**config.mk**
```make
export PLATFORM = sky130hd
export DESIGN_NAME = button_press_hold_classifier
export DESIGN_NICKNAME = d
export VERILOG_FILES = /design/src/design/bphc_pkg.sv /design/src/design/button_press_hold_classifier.sv /design/src/design/bphc_front.sv /design/src/design/bphc_fifo.sv /design/src/design/bphc_back.sv
export SDC_FILE = /design/constraint.sdc
export NUM_CORES = 1
export LEC_CHECK = 0
export BUFFER_PORTS_ARGS = -buffer_cell sky130_fd_sc_hd__buf_2
export CORE_MARGIN = 8
export CORE_UTILIZATION = 55
export DETAILED_ROUTE_END_ITERATION = 7
export MAX_ROUTING_LAYER = met4
export PLACE_DENSITY = 0.71
export SLEW_MARGIN = 5
export SYNTH_ARGS = -nofsm -noshare
export SYNTH_HDL_FRONTEND = slang
export SYNTH_SLANG_ARGS = --single-unit
```
**constraint.sdc**
```tcl
create_clock -name clock -period 31 [get_ports clock]
set_input_delay 6.2 -clock clock [delete_from_list [all_inputs] [get_ports clock]]
set_output_delay 6.2 -clock clock [all_outputs]
set_load 0.05 [all_outputs]
```
**src/design/bphc_pkg.sv**
```systemverilog
// Shared types, constants and helpers of the button press and hold classifier.
package bphc_pkg;

   // Fixed field widths.
   localparam int BUTTON_W    = 3;
   localparam int KIND_W      = 3;
   localparam int VALUE_W     = 16;
   localparam int CFG_W       = 16;
   localparam int RUN_W       = 8;
   localparam int CSR_INDEX_W = 3;

   // Events per item and the width of their count.
   localparam int MAX_EVENTS = 3;
   localparam int EVT_CNT_W  = 2;

   // Depth of the queue between the front and back parts.
   localparam int FIFO_DEPTH = 4;

   // Defaults of the top level parameters.
   localparam int DEF_NUM_BUTTONS = 8;
   localparam int DEF_TICK_BITS   = 16;

   localparam logic [RUN_W-1:0]   RUN_MAX   = 8'hFF;
   localparam logic [VALUE_W-1:0] VALUE_MAX = 16'hFFFF;

   // Register reset values.
   localparam logic [CFG_W-1:0] RST_MODE_BITS        = 16'h807F;
   localparam logic [RUN_W-1:0] RST_DEBOUNCE_COUNT   = 8'd3;
   localparam logic [CFG_W-1:0] RST_CLICK_GAP_TICKS  = 16'd20;
   localparam logic [CFG_W-1:0] RST_HOLD_START_TICKS = 16'd50;
   localparam logic [CFG_W-1:0] RST_HOLD_MARK_ONE    = 16'd100;
   localparam logic [CFG_W-1:0] RST_HOLD_MARK_THREE  = 16'd300;
   localparam logic [CFG_W-1:0] RST_HOLD_MARK_FIVE   = 16'd500;
   localparam logic [CFG_W-1:0] RST_HOLD_MARK_TEN    = 16'd1000;

   typedef enum logic [KIND_W-1:0] {
      KIND_FALL     = 3'd0,
      KIND_RISE     = 3'd1,
      KIND_CLICKS   = 3'd2,
      KIND_RELEASE  = 3'd3,
      KIND_HOLD     = 3'd4,
      KIND_INDICATE = 3'd5
   } evt_kind_type;

   typedef enum logic [CSR_INDEX_W-1:0] {
      REG_MODE_BITS        = 3'd0,
      REG_DEBOUNCE_COUNT   = 3'd1,
      REG_CLICK_GAP_TICKS  = 3'd2,
      REG_HOLD_START_TICKS = 3'd3,
      REG_HOLD_MARK_ONE    = 3'd4,
      REG_HOLD_MARK_THREE  = 3'd5,
      REG_HOLD_MARK_FIVE   = 3'd6,
      REG_HOLD_MARK_TEN    = 3'd7
   } csr_reg_type;

   typedef struct packed {
      logic [CFG_W-1:0] mode_bits;
      logic [RUN_W-1:0] debounce_count;
      logic [CFG_W-1:0] click_gap_ticks;
      logic [CFG_W-1:0] hold_start_ticks;
      logic [CFG_W-1:0] hold_mark_one;
      logic [CFG_W-1:0] hold_mark_three;
      logic [CFG_W-1:0] hold_mark_five;
      logic [CFG_W-1:0] hold_mark_ten;
   } cfg_type;

   typedef struct packed {
      evt_kind_type       kind;
      logic [VALUE_W-1:0] value;
   } evt_type;

   // All events caused by one item, packed from slot zero upward.
   typedef struct packed {
      logic [BUTTON_W-1:0]         button;
      logic [EVT_CNT_W-1:0]        num;
      evt_type [MAX_EVENTS-1:0]    evt;
   } bundle_type;

   // Run counter increment that stops at all ones.
   function automatic logic [RUN_W-1:0] sat_run_inc(input logic [RUN_W-1:0] v);
      return (v == RUN_MAX) ? v : v + RUN_W'(1);
   endfunction

endpackage

```
**src/design/button_press_hold_classifier.sv**
```systemverilog
// Button press and hold classifier: top level with configuration registers.
//
// Usage: each req_ item is one scan sample of one button (req_button_id,
// req_pin_active). The block debounces each button and reports edges,
// click counts, releases, hold milestones and an indicate pulse on the
// rsp_ channel, one event per item on that channel; rsp_last_event marks
// the final event caused by one sample. A sample may cause zero to three
// events. Samples of buttons at or beyond NUM_BUTTONS are taken and dropped.
// Registers are written over the csr_ channel, which is always ready;
// write them only while the block is idle.
// Flow: the first event of a sample passes through the event queue and then
// the result register. A sample is taken every cycle while the four-entry
// event queue has room; the single result register drains one event per
// cycle while the receiver is ready, so samples raising more than one event
// fill the queue faster than it drains. If the receiver stalls, the result
// register holds, the queue fills and req_ready falls until room frees up.
// Reset clears all button state, the queue and the result register, and
// loads the register defaults.
module button_press_hold_classifier import bphc_pkg::*; #(
   parameter int NUM_BUTTONS = DEF_NUM_BUTTONS,
   parameter int TICK_BITS   = DEF_TICK_BITS
) (
   input  logic                   clock,
   input  logic                   reset,
   input  logic                   req_valid,
   output logic                   req_ready,
   input  logic [BUTTON_W-1:0]    req_button_id,
   input  logic                   req_pin_active,
   output logic                   rsp_valid,
   input  logic                   rsp_ready,
   output logic [BUTTON_W-1:0]    rsp_event_button,
   output logic [KIND_W-1:0]      rsp_event_kind,
   output logic [VALUE_W-1:0]     rsp_event_value,
   output logic                   rsp_last_event,
   input  logic                   csr_valid,
   output logic                   csr_ready,
   input  logic [CSR_INDEX_W-1:0] csr_index,
   input  logic [CFG_W-1:0]       csr_data
);

   cfg_type    cfg_ff;
   logic       csr_write;
   logic       push_valid;
   bundle_type push_bundle;
   logic       queue_full;
   bundle_type head_bundle;
   logic       queue_empty;
   logic       pop;

   assign csr_ready = 1'b1;
   assign csr_write = csr_valid && csr_ready;

   // Configuration registers.
   always_ff @(posedge clock) begin
      if (reset) begin
         cfg_ff.mode_bits        <= RST_MODE_BITS;
         cfg_ff.debounce_count   <= RST_DEBOUNCE_COUNT;
         cfg_ff.click_gap_ticks  <= RST_CLICK_GAP_TICKS;
         cfg_ff.hold_start_ticks <= RST_HOLD_START_TICKS;
         cfg_ff.hold_mark_one    <= RST_HOLD_MARK_ONE;
         cfg_ff.hold_mark_three  <= RST_HOLD_MARK_THREE;
         cfg_ff.hold_mark_five   <= RST_HOLD_MARK_FIVE;
         cfg_ff.hold_mark_ten    <= RST_HOLD_MARK_TEN;
      end else if (csr_write) begin
         unique case (csr_reg_type'(csr_index))
            REG_MODE_BITS:        cfg_ff.mode_bits        <= csr_data;
            REG_DEBOUNCE_COUNT:   cfg_ff.debounce_count   <= csr_data[RUN_W-1:0];
            REG_CLICK_GAP_TICKS:  cfg_ff.click_gap_ticks  <= csr_data;
            REG_HOLD_START_TICKS: cfg_ff.hold_start_ticks <= csr_data;
            REG_HOLD_MARK_ONE:    cfg_ff.hold_mark_one    <= csr_data;
            REG_HOLD_MARK_THREE:  cfg_ff.hold_mark_three  <= csr_data;
            REG_HOLD_MARK_FIVE:   cfg_ff.hold_mark_five   <= csr_data;
            REG_HOLD_MARK_TEN:    cfg_ff.hold_mark_ten    <= csr_data;
         endcase
      end
   end

   bphc_front #(
      .NUM_BUTTONS (NUM_BUTTONS),
      .TICK_BITS   (TICK_BITS)
   ) u_front (
      .clock          (clock),
      .reset          (reset),
      .cfg            (cfg_ff),
      .req_valid      (req_valid),
      .req_ready      (req_ready),
      .req_button_id  (req_button_id),
      .req_pin_active (req_pin_active),
      .queue_full     (queue_full),
      .push_valid     (push_valid),
      .push_bundle    (push_bundle)
   );

   bphc_fifo u_fifo (
      .clock       (clock),
      .reset       (reset),
      .push_valid  (push_valid),
      .push_bundle (push_bundle),
      .full        (queue_full),
      .pop         (pop),
      .head_bundle (head_bundle),
      .empty       (queue_empty)
   );

   bphc_back u_back (
      .clock            (clock),
      .reset            (reset),
      .head_bundle      (head_bundle),
      .empty            (queue_empty),
      .pop              (pop),
      .rsp_valid        (rsp_valid),
      .rsp_ready        (rsp_ready),
      .rsp_event_button (rsp_event_button),
      .rsp_event_kind   (rsp_event_kind),
      .rsp_event_value  (rsp_event_value),
      .rsp_last_event   (rsp_last_event)
   );

endmodule

```
**src/design/bphc_front.sv**
```systemverilog
// Front part: per-button debounce and phase state, classifies each item into events.
module bphc_front import bphc_pkg::*; #(
   parameter int NUM_BUTTONS = DEF_NUM_BUTTONS,
   parameter int TICK_BITS   = DEF_TICK_BITS
) (
   input  logic                clock,
   input  logic                reset,
   input  cfg_type             cfg,
   input  logic                req_valid,
   output logic                req_ready,
   input  logic [BUTTON_W-1:0] req_button_id,
   input  logic                req_pin_active,
   input  logic                queue_full,
   output logic                push_valid,
   output bundle_type          push_bundle
);

   localparam int IDX_W = (NUM_BUTTONS > 1) ? $clog2(NUM_BUTTONS) : 1;
   localparam int CMP_W = (TICK_BITS > VALUE_W) ? TICK_BITS : VALUE_W;
   localparam logic [TICK_BITS-1:0] TICK_MAX = {TICK_BITS{1'b1}};

   // Per-button state.
   logic [RUN_W-1:0]     active_run_ff   [NUM_BUTTONS];
   logic [RUN_W-1:0]     inactive_run_ff [NUM_BUTTONS];
   logic                 level_seen_ff   [NUM_BUTTONS];
   logic [TICK_BITS-1:0] phase_ticks_ff  [NUM_BUTTONS];
   logic [RUN_W-1:0]     click_count_ff  [NUM_BUTTONS];
   logic [TICK_BITS-1:0] hold_ticks_ff   [NUM_BUTTONS];

   logic [RUN_W-1:0]     active_run_in;
   logic [RUN_W-1:0]     inactive_run_in;
   logic                 level_seen_in;
   logic [TICK_BITS-1:0] phase_ticks_in;
   logic [RUN_W-1:0]     click_count_in;
   logic [TICK_BITS-1:0] hold_ticks_in;

   logic [IDX_W-1:0]     idx;
   logic                 in_range;
   logic                 accept;
   logic                 update;
   logic                 logic_en;
   logic                 edge_en;

   // Values between the release path and the press path.
   logic [RUN_W-1:0]     inactive_mid;
   logic                 level_mid;
   logic [TICK_BITS-1:0] phase_mid;
   logic [RUN_W-1:0]     click_mid;
   logic [TICK_BITS-1:0] hold_mid;
   logic                 rel_ok;
   logic                 prs_ok;
   logic                 tick_adv;
   logic                 mark_hit;
   logic [CMP_W-1:0]     phase_cmp;

   // Candidate events in their output order.
   logic                 a_valid;
   evt_kind_type         a_kind;
   logic [VALUE_W-1:0]   a_value;
   logic                 rise_valid;
   logic                 ind_valid;
   logic                 hold_valid;
   logic [VALUE_W-1:0]   hold_value;
   logic [EVT_CNT_W-1:0] num;

   // Clamp a tick count to the event value width.
   function automatic logic [VALUE_W-1:0] sat_value(input logic [TICK_BITS-1:0] t);
      logic [CMP_W-1:0] w;
      w = CMP_W'(t);
      if (w > CMP_W'(VALUE_MAX)) begin
         return VALUE_MAX;
      end
      return w[VALUE_W-1:0];
   endfunction

   assign req_ready = !queue_full;
   assign accept    = req_valid && req_ready;
   assign in_range  = ({1'b0, req_button_id} < (BUTTON_W + 1)'(NUM_BUTTONS));
   assign update    = accept && in_range;
   assign idx       = req_button_id[IDX_W-1:0];
   assign logic_en  = cfg.mode_bits[{1'b0, req_button_id}];
   assign edge_en   = cfg.mode_bits[{1'b1, req_button_id}];

   // Release path, then press path, on the selected button.
   always_comb begin
      active_run_in = req_pin_active ? sat_run_inc(active_run_ff[idx]) : '0;
      inactive_mid  = req_pin_active ? inactive_run_ff[idx]
                                     : sat_run_inc(inactive_run_ff[idx]);
      rel_ok = (inactive_mid >= cfg.debounce_count);
      prs_ok = (active_run_in >= cfg.debounce_count);

      level_mid = level_seen_ff[idx];
      phase_mid = phase_ticks_ff[idx];
      click_mid = click_count_ff[idx];
      hold_mid  = hold_ticks_ff[idx];
      a_valid   = 1'b0;
      a_kind    = KIND_FALL;
      a_value   = '0;

      if (rel_ok) begin
         if (level_seen_ff[idx]) begin
            level_mid = 1'b0;
            a_valid   = edge_en;
            phase_mid = TICK_BITS'(inactive_mid);
         end else begin
            if (phase_ticks_ff[idx] != TICK_MAX) begin
               phase_mid = phase_ticks_ff[idx] + TICK_BITS'(1);
            end
            if (CMP_W'(phase_mid) >= CMP_W'(cfg.click_gap_ticks)) begin
               if (hold_ticks_ff[idx] != '0) begin
                  a_valid = logic_en;
                  a_kind  = KIND_RELEASE;
                  a_value = sat_value(hold_ticks_ff[idx]);
               end else if (logic_en && click_count_ff[idx] != '0) begin
                  a_valid = 1'b1;
                  a_kind  = KIND_CLICKS;
                  a_value = VALUE_W'(click_count_ff[idx]);
               end
               hold_mid  = '0;
               click_mid = '0;
            end
         end
      end

      inactive_run_in = inactive_mid;
      level_seen_in   = level_mid;
      phase_ticks_in  = phase_mid;
      click_count_in  = click_mid;
      hold_ticks_in   = hold_mid;
      rise_valid      = 1'b0;
      ind_valid       = 1'b0;
      hold_valid      = 1'b0;
      hold_value      = '0;
      tick_adv        = 1'b0;
      mark_hit        = 1'b0;
      phase_cmp       = '0;

      if (prs_ok) begin
         inactive_run_in = '0;
         if (!level_mid) begin
            level_seen_in  = 1'b1;
            rise_valid     = edge_en;
            ind_valid      = 1'b1;
            phase_ticks_in = TICK_BITS'(active_run_in);
            click_count_in = sat_run_inc(click_mid);
         end else begin
            tick_adv = (phase_mid != TICK_MAX);
            if (tick_adv) begin
               phase_ticks_in = phase_mid + TICK_BITS'(1);
            end
            phase_cmp = CMP_W'(phase_ticks_in);
            mark_hit  = (phase_cmp == CMP_W'(cfg.hold_start_ticks)) ||
                        (phase_cmp == CMP_W'(cfg.hold_mark_one)) ||
                        (phase_cmp == CMP_W'(cfg.hold_mark_three)) ||
                        (phase_cmp == CMP_W'(cfg.hold_mark_five)) ||
                        (phase_cmp == CMP_W'(cfg.hold_mark_ten));
            if (phase_cmp >= CMP_W'(cfg.hold_start_ticks)) begin
               click_count_in = '0;
               hold_ticks_in  = phase_ticks_in;
               hold_valid     = tick_adv && logic_en && mark_hit;
               hold_value     = sat_value(phase_ticks_in);
            end
         end
      end
   end

   // Pack the events of this item from slot zero upward.
   always_comb begin
      push_bundle        = '0;
      push_bundle.button = req_button_id;
      num                = '0;
      if (a_valid) begin
         push_bundle.evt[num].kind  = a_kind;
         push_bundle.evt[num].value = a_value;
         num = num + EVT_CNT_W'(1);
      end
      if (rise_valid) begin
         push_bundle.evt[num].kind  = KIND_RISE;
         push_bundle.evt[num].value = '0;
         num = num + EVT_CNT_W'(1);
      end
      if (ind_valid) begin
         push_bundle.evt[num].kind  = KIND_INDICATE;
         push_bundle.evt[num].value = '0;
         num = num + EVT_CNT_W'(1);
      end
      if (hold_valid) begin
         push_bundle.evt[num].kind  = KIND_HOLD;
         push_bundle.evt[num].value = hold_value;
         num = num + EVT_CNT_W'(1);
      end
      push_bundle.num = num;
   end

   assign push_valid = update && (num != '0);

   // State write-back for the selected button.
   always_ff @(posedge clock) begin
      if (reset) begin
         for (int i = 0; i < NUM_BUTTONS; i++) begin
            active_run_ff[i]   <= '0;
            inactive_run_ff[i] <= '0;
            level_seen_ff[i]   <= 1'b0;
            phase_ticks_ff[i]  <= '0;
            click_count_ff[i]  <= '0;
            hold_ticks_ff[i]   <= '0;
         end
      end else if (update) begin
         active_run_ff[idx]   <= active_run_in;
         inactive_run_ff[idx] <= inactive_run_in;
         level_seen_ff[idx]   <= level_seen_in;
         phase_ticks_ff[idx]  <= phase_ticks_in;
         click_count_ff[idx]  <= click_count_in;
         hold_ticks_ff[idx]   <= hold_ticks_in;
      end
   end

endmodule

```
**src/design/bphc_fifo.sv**
```systemverilog
// Short queue of event bundles between the front and back parts.
module bphc_fifo import bphc_pkg::*; (
   input  logic       clock,
   input  logic       reset,
   input  logic       push_valid,
   input  bundle_type push_bundle,
   output logic       full,
   input  logic       pop,
   output bundle_type head_bundle,
   output logic       empty
);

   localparam int PTR_W = $clog2(FIFO_DEPTH);

   bundle_type       mem_ff [FIFO_DEPTH];
   logic [PTR_W-1:0] wr_ptr_ff, wr_ptr_in;
   logic [PTR_W-1:0] rd_ptr_ff, rd_ptr_in;
   logic [PTR_W:0]   count_ff, count_in;
   logic             do_push;
   logic             do_pop;

   assign full        = (count_ff == (PTR_W + 1)'(FIFO_DEPTH));
   assign empty       = (count_ff == '0);
   assign do_push     = push_valid && !full;
   assign do_pop      = pop && !empty;
   assign head_bundle = mem_ff[rd_ptr_ff];

   // Pointer and fill count update.
   always_comb begin
      wr_ptr_in = do_push ? wr_ptr_ff + PTR_W'(1) : wr_ptr_ff;
      rd_ptr_in = do_pop ? rd_ptr_ff + PTR_W'(1) : rd_ptr_ff;
      count_in  = count_ff;
      if (do_push && !do_pop) begin
         count_in = count_ff + (PTR_W + 1)'(1);
      end else if (do_pop && !do_push) begin
         count_in = count_ff - (PTR_W + 1)'(1);
      end
   end

   always_ff @(posedge clock) begin
      if (reset) begin
         wr_ptr_ff <= '0;
         rd_ptr_ff <= '0;
         count_ff  <= '0;
      end else begin
         wr_ptr_ff <= wr_ptr_in;
         rd_ptr_ff <= rd_ptr_in;
         count_ff  <= count_in;
      end
   end

   // Entry storage.
   always_ff @(posedge clock) begin
      if (do_push) begin
         mem_ff[wr_ptr_ff] <= push_bundle;
      end
   end

endmodule

```
**src/design/bphc_back.sv**
```systemverilog
// Back part: drains each bundle one event per cycle, while the receiver is ready, into the result register.
module bphc_back import bphc_pkg::*; (
   input  logic                clock,
   input  logic                reset,
   input  bundle_type          head_bundle,
   input  logic                empty,
   output logic                pop,
   output logic                rsp_valid,
   input  logic                rsp_ready,
   output logic [BUTTON_W-1:0] rsp_event_button,
   output logic [KIND_W-1:0]   rsp_event_kind,
   output logic [VALUE_W-1:0]  rsp_event_value,
   output logic                rsp_last_event
);

   logic [EVT_CNT_W-1:0] ev_idx_ff, ev_idx_in;
   logic                 rsp_valid_ff, rsp_valid_in;
   logic [BUTTON_W-1:0]  rsp_button_ff;
   evt_kind_type         rsp_kind_ff;
   logic [VALUE_W-1:0]   rsp_value_ff;
   logic                 rsp_last_ff;
   logic                 load;
   logic                 last;
   evt_type              cur;

   // Load the next event whenever the result register is free or being taken.
   assign load = !empty && (!rsp_valid_ff || rsp_ready);
   assign cur  = head_bundle.evt[ev_idx_ff];
   assign last = (ev_idx_ff == head_bundle.num - EVT_CNT_W'(1));
   assign pop  = load && last;

   always_comb begin
      ev_idx_in    = ev_idx_ff;
      rsp_valid_in = rsp_valid_ff;
      if (load) begin
         ev_idx_in    = last ? '0 : ev_idx_ff + EVT_CNT_W'(1);
         rsp_valid_in = 1'b1;
      end else if (rsp_ready) begin
         rsp_valid_in = 1'b0;
      end
   end

   always_ff @(posedge clock) begin
      if (reset) begin
         ev_idx_ff    <= '0;
         rsp_valid_ff <= 1'b0;
      end else begin
         ev_idx_ff    <= ev_idx_in;
         rsp_valid_ff <= rsp_valid_in;
      end
   end

   // Result payload.
   always_ff @(posedge clock) begin
      if (load) begin
         rsp_button_ff <= head_bundle.button;
         rsp_kind_ff   <= cur.kind;
         rsp_value_ff  <= cur.value;
         rsp_last_ff   <= last;
      end
   end

   assign rsp_valid        = rsp_valid_ff;
   assign rsp_event_button = rsp_button_ff;
   assign rsp_event_kind   = rsp_kind_ff;
   assign rsp_event_value  = rsp_value_ff;
   assign rsp_last_event   = rsp_last_ff;

endmodule

```
==> impl_metrics.sql, run 1 <==
INSERT INTO impl_metrics (metric_group, metric, value, unit) VALUES
('power_and_ir_drop', 'power.density_cell_area', '71.56', 'nW/um^2'),
('synth', 'synth_edf_count', '719', ''),
('placement', 'port-buffer-count', '52', ''),
('min_path', 'holdPathEnd', 'cfg_ff[114]', ''),
('route', 'routed_wire_length_per_instance', '28.78', 'um'),
('run', 'cap_violations', '0', ''),
('die', 'die-height', '287.6', 'um'),
('synth', 'synth_adder_area_share', '2.072', '%'),
('synth', 'postSynthNetCount', '3539', ''),
('clock_network', 'worstSkewPairLatency', '0.68', 'ns'),
('worst_setup_path', 'r2r.worst_path.cells', '36', ''),
('final_layout', 'finalNonFillerCells', '4475', ''),
('worst_setup_path', 'critPathKind', 'in -> reg', ''),
('synth', 'asyncSetResetFlopFracSynth', '0', '%'),
('worst_setup_path', 'setup.worst_path.start_class', 'primary input', ''),
('power_and_ir_drop', 'power_frac_clock', '33.7', '%'),
('synth', 'synth-compound-area-share', '10.40', '%'),
('worst_setup_path', 'r2r_setup_slack', '20.29', 'ns'),
('grt', 'grt_pass1_wl', '188.0', 'mm'),
('die', 'die_width', '287.6', 'um'),
('status', 'run_status', 'finished clean', ''),
('timing', 'final_slew_violations', '0', ''),
('clock_network', 'cts_tree', 'yes', ''),
('power_and_ir_drop', 'p_switching', '985.7', 'uW'),
('final_layout', 'final_common_cell', 'sky130_fd_sc_hd__edfxtp_1', ''),
('route', 'drt_pass1_iterations', '6', ''),
('timing', 'setup_viol_count_final', '0', ''),
('placement', 'place.detailed.hpwl', '81.45', 'mm'),
('worst_setup_path', 'cpPeakStageDelay', '0.94', 'ns'),
('power_and_ir_drop', 'cell_internal_pwr', '2.208', 'mW'),
('timing', 'final_hold_violating_endpoints', '0', ''),
('placement', 'post-place-cells', '4309', ''),
('grt', 'pin_count_of_the_biggest_net_entering_global_routing', '61', ''),
('timing', 'max_slew_margin', '11.02', '%'),
('final_layout', 'multi_input_gate_area', '15120', 'um^2'),
('synth', 'post_synth_num_cell_types', '121', ''),
('synth', 'synthCells', '3445', ''),
('route', 'final_antenna_net_count', '0', ''),
('worst_setup_path', 'regToRegEndpoint', 'u_front.hold_ticks_ff[3][9]', ''),
('grt', 'antenna_found_initial', '2', ''),
('timing', 'finalWorstPathRequiredPeriod', '17.49', 'ns'),
('worst_setup_path', 'reg2reg_from', 'u_front.inactive_run_ff[1][0]', ''),
('clock_network', 'h-tree-depth', '3', ''),
('grt', 'grt_use_total', '31.39', '%'),
('timing', 'worst_pin_slew', '1.335', 'ns'),
('power_and_ir_drop', 'combPwrFrac', '22.5', '%'),
('route', 'detail_route.vias_per_cell', '6.577', ''),
('power_and_ir_drop', 'p_sw_share', '30.86', '%'),
('timing', 'grt_setup_unrepaired', 'no', ''),
('timing', 'timing.setup.tns', '0', 'ns'),
('final_layout', 'regArea', '24240', 'um^2'),
('die', 'core_area', '72960', 'um^2'),
('final_layout', 'p_r_area_growth_vs_syn', '9.971', '%'),
('worst_setup_path', 'cp_slowest_cell', 'sky130_fd_sc_hd__nor2_2', ''),
('final_layout', 'final_layout_size_suffix_gt1_share', '13.54', '%'),
('timing', 'max_freq', '57.16', 'MHz'),
('die', 'io_pins', '54', ''),
('clock_network', 'postCtsSetupRepairBufs', '0', ''),
('clock_network', 'clkTransAtPathRegs', '0.06', 'ns'),
('synth', 'synth_top_family_by_area', 'simple AND/OR/NAND/NOR gates', ''),
('power_and_ir_drop', 'vdd.ir_drop.worst', '0.09099', 'mV'),
('worst_setup_path', 'endpoint_kind', 'register', ''),
('grt', 'grt_overflow_total', '0', ''),
('clock_network', 'cts_resized', '0', ''),
('synth', 'synthFlopType', 'sky130_fd_sc_hd__edfxtp_1', ''),
('min_path', 'hp-start', 'cfg_ff[114]', ''),
('synth', 'postSynthRegisterBits', '851', ''),
('clock_network', 'cts_buf_count', '89', ''),
('final_layout', 'final_nets', '3535', ''),
('timing', 'timing.clock.skew', '0.04884', 'ns'),
('worst_setup_path', 'critical_path.max_fanout', '57', '');
## state kept, by name, summed over array words and instances, names as in the netlist, 2 cells and up, named ones only
name and count:
u_front.click_count_ff 64, u_fifo.wr_ptr_ff 2, u_fifo.count_ff 3, u_back.rsp_event_kind 3, u_fifo.rd_ptr_ff 2, u_back.ev_idx_ff 2, cfg_ff 120, u_front.inactive_run_ff 64
u_front.hold_ticks_ff 128, u_front.level_seen_ff 8, u_back.rsp_event_button 3, u_back.rsp_event_value 16, u_front.active_run_ff 64, u_fifo.mem_ff 240, u_front.phase_ticks_ff 128
## layout make-up
class	count	area share [%]
Sequential cell	851	54.31
Multi-Input combinational cell	2287	33.87
Clock buffer	112	5.229
Tap cell	959	2.689
Timing Repair Buffer	114	1.643
Clock inverter	53	1.424
Inverter	98	0.8243
Antenna cell	1	0.005607
## power by group through the flow
stage | combinational [mW] | clock, mW | sequential [mW]
final | 0.720 | 1.08 | 1.40
after global routing | 0.765 | 1.12 | 1.41
after CTS | 0.714 | 1.08 | 1.40
after detailed placement | 0.710 | 0 | 1.42
after global placement | 0.703 | 0 | 1.41
after floorplan | 0.433 | 0 | 1.47
## cell usage after synthesis, types with 22 or more instances
cell,instances,share of area (%)
sky130_fd_sc_hd__a31oi_1,22,0.34
sky130_fd_sc_hd__nand4_1,33,0.51
sky130_fd_sc_hd__nor2_1,615,5.7
sky130_fd_sc_hd__o21ai_0,69,0.85
sky130_fd_sc_hd__nand3b_1,33,0.61
sky130_fd_sc_hd__nand2_1,391,3.6
sky130_fd_sc_hd__clkbuf_1,141,1.3
sky130_fd_sc_hd__and2_1,25,0.39
sky130_fd_sc_hd__o22ai_1,30,0.46
sky130_fd_sc_hd__nand3_1,51,0.63
sky130_fd_sc_hd__mux2i_1,62,1.5
sky130_fd_sc_hd__nand2b_1,38,0.59
sky130_fd_sc_hd__ha_1,64,2.0
sky130_fd_sc_hd__inv_1,95,0.88
sky130_fd_sc_hd__edfxtp_1,719,53
sky130_fd_sc_hd__dfxtp_1,132,6.5
sky130_fd_sc_hd__nor3_1,34,0.42
sky130_fd_sc_hd__mux2_2,35,0.97
sky130_fd_sc_hd__a21oi_1,141,1.7
sky130_fd_sc_hd__mux4_2,93,5.2
sky130_fd_sc_hd__xnor2_1,49,1.1
sky130_fd_sc_hd__a221oi_1,24,0.52
sky130_fd_sc_hd__a22oi_1,94,1.7
## stage by stage
step	area, um^2	hold WS [ns]	power [mW]	setup WS (ns)
final	44630	0.4608	3.194	13.51
after global routing	44630	0.4688	3.295	12.98
after CTS	44630	0.4569	3.194	13.89
after detailed placement	41660	0.4487	2.131	13.27
after global placement	41660	0.4423	2.117	13.46
after floorplan	40580	0.4329	1.900	15.26
## critical path: cells and delay by family
| family | cells | cell delay, ns |
|---|---|---|
| compound gates | 17 | 4.36 |
| simple gates | 12 | 4.00 |
| buf+inv | 6 | 2.18 |
| fa+ha+maj | 4 | 1.19 |
## routing by layer
layer	global-route usage, %	vias up	routed length, um
met3	5.393	334	13640
li1	-	12680	-
met4	10.68	0	4653
met1	43.19	14580	51850
met2	47.35	1837	58670
met5	-	-	0
## logic make-up after synthesis
group	after synthesis
xor+xnor	67
mux	195
flops	851
simple gates	1356
other cells	1
buf+inv	307
compound gates	602
fa+ha+maj	66
## how the worst max path moves through the flow
stage | startpoint | to | slack (ns) | cells after the start
CTS | req_button_id[2] | u_fifo.count_ff[2] | 13.89 | 45
detailed placement | req_button_id[2] | u_fifo.count_ff[2] | 13.27 | 45
global placement | req_button_id[2] | u_fifo.count_ff[2] | 13.46 | 46
global route | req_button_id[2] | u_fifo.count_ff[2] | 12.98 | 41
finish | req_button_id[2] | u_front.hold_ticks_ff[3][9] | 13.51 | 39
floorplan | req_button_id[2] | u_fifo.mem_ff[0][0] | 15.26 | 47
Note: power is estimated with default switching activity, not from simulation.
==> run 2, diff against run 1 <==
--- a/config.mk
+++ b/config.mk
@@ -5,12 +5,13 @@
 export SDC_FILE = /design/constraint.sdc
 export NUM_CORES = 1
 export LEC_CHECK = 0
+export ABC_AREA = 1
 export BUFFER_PORTS_ARGS = -buffer_cell sky130_fd_sc_hd__buf_2
 export CORE_MARGIN = 8
 export CORE_UTILIZATION = 55
 export DETAILED_ROUTE_END_ITERATION = 7
 export MAX_ROUTING_LAYER = met4
-export PLACE_DENSITY = 0.71
+export PLACE_DENSITY = 0.74
 export SLEW_MARGIN = 5
 export SYNTH_ARGS = -nofsm -noshare
 export SYNTH_HDL_FRONTEND = slang
==> constraint.sdc (replaced) <==
create_clock -name clock -period 16 [get_ports clock]
set_input_delay 3.2 -clock clock [delete_from_list [all_inputs] [get_ports clock]]
set_output_delay 3.2 -clock clock [all_outputs]
set_load 0.05 [all_outputs]
==> impl_metrics.sql, run 2 <==
INSERT INTO impl_metrics (metric_group, metric, value, unit) VALUES
('worst_setup_path', 'critical_path.max_fanout', '64', ''),
('final_layout', 'largest_register', 'u_fifo.mem_ff', ''),
('min_path', 'worstHoldPathCells', '2', ''),
('timing', 'grt_setup_unrepaired', 'no', ''),
('power_and_ir_drop', 'p_sw_share', '33.27', '%'),
('worst_setup_path', 'endpoint_kind', 'register', ''),
('synth', 'synthTopCellsByCount', '997 x sky130_fd_sc_hd__nand2_1, 811 x sky130_fd_sc_hd__nor2_1, 719 x sky130_fd_sc_hd__edfxtp_1', ''),
('worst_setup_path', 'required', '16.31', 'ns'),
('power_and_ir_drop', 'p_switching', '2.042', 'mW'),
('route', 'detail_route.vias_per_cell', '5.949', ''),
('synth', 'synthCells', '4306', ''),
('final_layout', 'final_common_cell', 'sky130_fd_sc_hd__nand2_1', ''),
('timing', 'final_slew_violations', '0', ''),
('power_and_ir_drop', 'seq_power_share', '43.5', '%'),
('min_path', 'hp-start', 'cfg_ff[107]', ''),
('timing', 'final_hold_violating_endpoints', '0', ''),
('clock_network', 'cts_buf_count', '87', ''),
('final_layout', 'final_nets', '4386', ''),
('synth', 'postSynthNetCount', '4400', ''),
('clock_network', 'clock_sink_count', '851', ''),
('timing', 'finalWorstPathRequiredPeriod', '12.51', 'ns'),
('clock_network', 'cts_resized', '0', ''),
('die', 'io_pins', '54', ''),
('power_and_ir_drop', 'leakagePower', '17.73', 'nW'),
('final_layout', 'p_r_area_growth_vs_syn', '9.560', '%'),
('clock_network', 'clkTransAtPathRegs', '0.06', 'ns'),
('die', 'die_width', '286.9', 'um'),
('worst_setup_path', 'critPathMostFrequentCell', 'sky130_fd_sc_hd__nand2_1', ''),
('worst_setup_path', 'r2r.worst_path.cells', '48', ''),
('grt', 'pin_count_of_the_biggest_net_entering_global_routing', '107', ''),
('timing', 'worst_hold_slack', '0.4610', 'ns'),
('die', 'die-height', '286.9', 'um'),
('synth', 'yosysTopAreaCellShare', '53.51', '%'),
('power_and_ir_drop', 'vdd.ir_drop.worst', '0.1163', 'mV'),
('grt', 'grt_pass1_wl', '181.7', 'mm'),
('timing', 'worst_pin_slew', '1.255', 'ns'),
('placement', 'gp_congestion', '0.9976', ''),
('final_layout', 'final_layout_size_suffix_gt1_share', '7.793', '%'),
('worst_setup_path', 'cpPeakStageDelay', '0.91', 'ns'),
('synth', 'synth_edf_count', '719', ''),
('power_and_ir_drop', 'combPwrFrac', '23.6', '%'),
('power_and_ir_drop', 'cell_internal_pwr', '4.096', 'mW'),
('min_path', 'timing.hold.worst.class', 'reg -> reg', ''),
('grt', 'number_of_global_route_vias_before_repair', '29810', ''),
('synth', 'ys.warnings.count', '0', ''),
('route', 'drt_pass1_iterations', '7', ''),
('route', 'drt_first_iter_violations', '3991', ''),
('clock_network', 'cts.hold.buffers_added', '0', ''),
('synth', 'synthFlopType', 'sky130_fd_sc_hd__edfxtp_1', ''),
('route', 'drc', '0', ''),
('synth', 'synthDominantAreaCellType', 'sky130_fd_sc_hd__edfxtp_1', ''),
('synth', 'synth.avg_cell_area', '9.370', 'um^2'),
('timing', 'max_slew_margin', '16.34', '%'),
('synth', 'postSynthRegisterBits', '851', ''),
('clock_network', 'h-tree-depth', '3', ''),
('route', 'final_antenna_net_count', '0', ''),
('power_and_ir_drop', 'power.density_cell_area', '138.8', 'nW/um^2'),
('synth', 'seq_area_frac_synth', '60.06', '%'),
('route', 'route.final.wire_length', '121.8', 'mm'),
('route', 'routed_wire_length_per_instance', '22.89', 'um'),
('power_and_ir_drop', 'power_frac_clock', '32.9', '%'),
('placement', 'port-buffer-count', '52', ''),
('route', 'dr_total_vias', '31660', ''),
('synth', 'most_common_cell_in_the_synthesized_netlist', 'sky130_fd_sc_hd__nand2_1', ''),
('die', 'placementRows', '99', ''),
('final_layout', 'reg.largest.list', 'u_fifo.mem_ff: 240 flops, u_front.hold_ticks_ff: 128 flops, u_front.phase_ticks_ff: 128 flops', ''),
('final_layout', 'diodes', '0', ''),
('clock_network', 'cts_tree', 'yes', ''),
('timing', 'max_freq', '79.92', 'MHz'),
('worst_setup_path', 'worst_ep_arrival_time', '12.82', 'ns'),
('final_layout', 'largest_register_ff_count', '240', ''),
('timing', 'timing.setup.tns', '0', 'ns'),
('timing', 'timing.clock.skew', '0.02895', 'ns'),
('timing', 'setup_viol_count_final', '0', ''),
('clock_network', 'max-clock-path-buffers', '3', ''),
('clock_network', 'postCtsSetupRepairBufs', '0', ''),
('min_path', 'holdPathEnd', 'cfg_ff[107]', ''),
('worst_setup_path', 'setup.worst_path.start_class', 'primary input', ''),
('worst_setup_path', 'r2r_setup_slack', '6.75', 'ns'),
('timing', 'final.period_utilization', '78.20', '%'),
('synth', 'synth_area_leaders', 'sky130_fd_sc_hd__edfxtp_1 54%, sky130_fd_sc_hd__nand2_1 9.3%, sky130_fd_sc_hd__nor2_1 7.5%, sky130_fd_sc_hd__dfxtp_1 6.5%, sky130_fd_sc_hd__o21ai_0 3.1%', ''),
('synth', 'netlist_area', '40350', 'um^2'),
('worst_setup_path', 'critPathKind', 'in -> reg', ''),
('worst_setup_path', 'cp_slowest_cell', 'sky130_fd_sc_hd__nor2_4', ''),
('die', 'fp.dieArea', '82280', 'um^2'),
('synth', 'asyncSetResetFlopFracSynth', '0', '%'),
('worst_setup_path', 'reg2reg_from', 'u_front.inactive_run_ff[5][0]', ''),
('status', 'run_status', 'finished clean', ''),
('placement', 'place.detailed.hpwl', '73.67', 'mm'),
('grt', 'grt_use_total', '29.60', '%'),
('grt', 'grt_overflow_total', '0', ''),
('synth', 'post_synth_num_cell_types', '64', ''),
('worst_setup_path', 'regToRegEndpoint', 'u_fifo.mem_ff[3][60]', ''),
('clock_network', 'cts.root.buffer_cell', 'sky130_fd_sc_hd__clkbuf_16', ''),
('die', 'core_area', '72830', 'um^2'),
('final_layout', 'most-common-layout-cells', '981 x sky130_fd_sc_hd__nand2_1, 807 x sky130_fd_sc_hd__nor2_1, 719 x sky130_fd_sc_hd__edfxtp_1, 327 x sky130_fd_sc_hd__inv_1, 249 x sky130_fd_sc_hd__o21ai_0', ''),
('run', 'cap_violations', '0', ''),
('grt', 'antenna_found_initial', '1', ''),
('die', 'start_util', '55.40', '%'),
('clock_network', 'worstSkewPairLatency', '0.66', 'ns');
==> run 2: cell types whose count changed after synthesis, moves of 93 or more <==
cell                      before  now
sky130_fd_sc_hd__o21ai_0      69  249
sky130_fd_sc_hd__nor2_1      615  811
sky130_fd_sc_hd__mux4_2       93    0
sky130_fd_sc_hd__nand3_1      51  210
sky130_fd_sc_hd__inv_1        95  329
sky130_fd_sc_hd__nand2_1     391  997
==> run 2: area by class of cell <==
type,count,area (um^2)
fill,6048,28630
sequential,851,24240
multi-input combinational,2900,14010
clock buffer,119,2424
inverter,354,1331
tap,959,1200
timing repair buffer,98,608.1
clock inverter,41,394.1
==> run 2: logic make-up (layout without fill, tap and decap cells) <==
kind of cell | count (synthesis) | count (layout) | synth area share (%)
compound gates | 630 | 630 | 9.492
xor+xnor | 32 | 32 | 0.7132
fa+ha+maj | 66 | 66 | 2.084
buf+inv | 555 | 612 | 5.582
flops | 851 | 851 | 60.06
other cells | 1 | 1 | 0.009294
simple gates | 2171 | 2171 | 22.06
==> run 2: how the worst max path moves through the flow <==
stage / cells past startpoint / slack (ns) / startpoint / endpoint
2_1_floorplan: 52 / 4.85 / req_button_id[0] / u_fifo.mem_ff[0][0]
3_3_place_gp: 51 / 3.14 / req_button_id[0] / u_fifo.mem_ff[3][11]
3_5_place_dp: 51 / 2.89 / req_button_id[0] / u_fifo.mem_ff[3][61]
4_1_cts: 51 / 3.55 / req_button_id[0] / u_fifo.mem_ff[3][60]
5_1_grt: 54 / 2.49 / req_button_id[0] / u_fifo.mem_ff[3][60]
6_report: 51 / 3.49 / req_button_id[0] / u_fifo.mem_ff[3][60]
==> run 2: stage by stage <==
stage	utilization, %	setup WS [ns]	area [um^2]	cells	power [mW]
floorplan	-	4.854	40350	4306	3.662
global placement	56.83	3.140	41390	5162	4.127
detailed placement	56.83	2.890	41390	5162	4.145
CTS	60.69	3.551	44210	5322	6.136
global route	60.69	2.492	44210	5322	6.356
finish	60.69	3.488	44210	5322	6.138
==> run 2: power groups by stage <==
stage | Clock (mW) | Combinational (mW) | Sequential (mW)
3_3_place_gp | 0 | 1.41 | 2.71
4_1_cts | 2.03 | 1.44 | 2.67
5_1_grt | 2.11 | 1.56 | 2.68
2_1_floorplan | 0 | 0.843 | 2.82
6_report | 2.02 | 1.45 | 2.67
3_5_place_dp | 0 | 1.43 | 2.72
==> run 2: worst max-delay path: cells and delay by family <==
| kind | cells | cell delay (ns) |
|---|---|---|
| compound gates | 5 | 0.65 |
| simple gates | 32 | 5.48 |
| fa+ha+maj | 4 | 1.15 |
| buf+inv | 10 | 2.22 |
==> run 2: routing by layer <==
| layer | track usage, % | wire (um) | up-vias |
|---|---|---|---|
| met3 | 4.046 | 11300 | 309 |
| met2 | 46.96 | 56940 | 1715 |
| met1 | 38.19 | 47550 | 15110 |
| met5 | - | 0 | - |
| li1 | - | - | 14530 |
| met4 | 12.90 | 6045 | 0 |
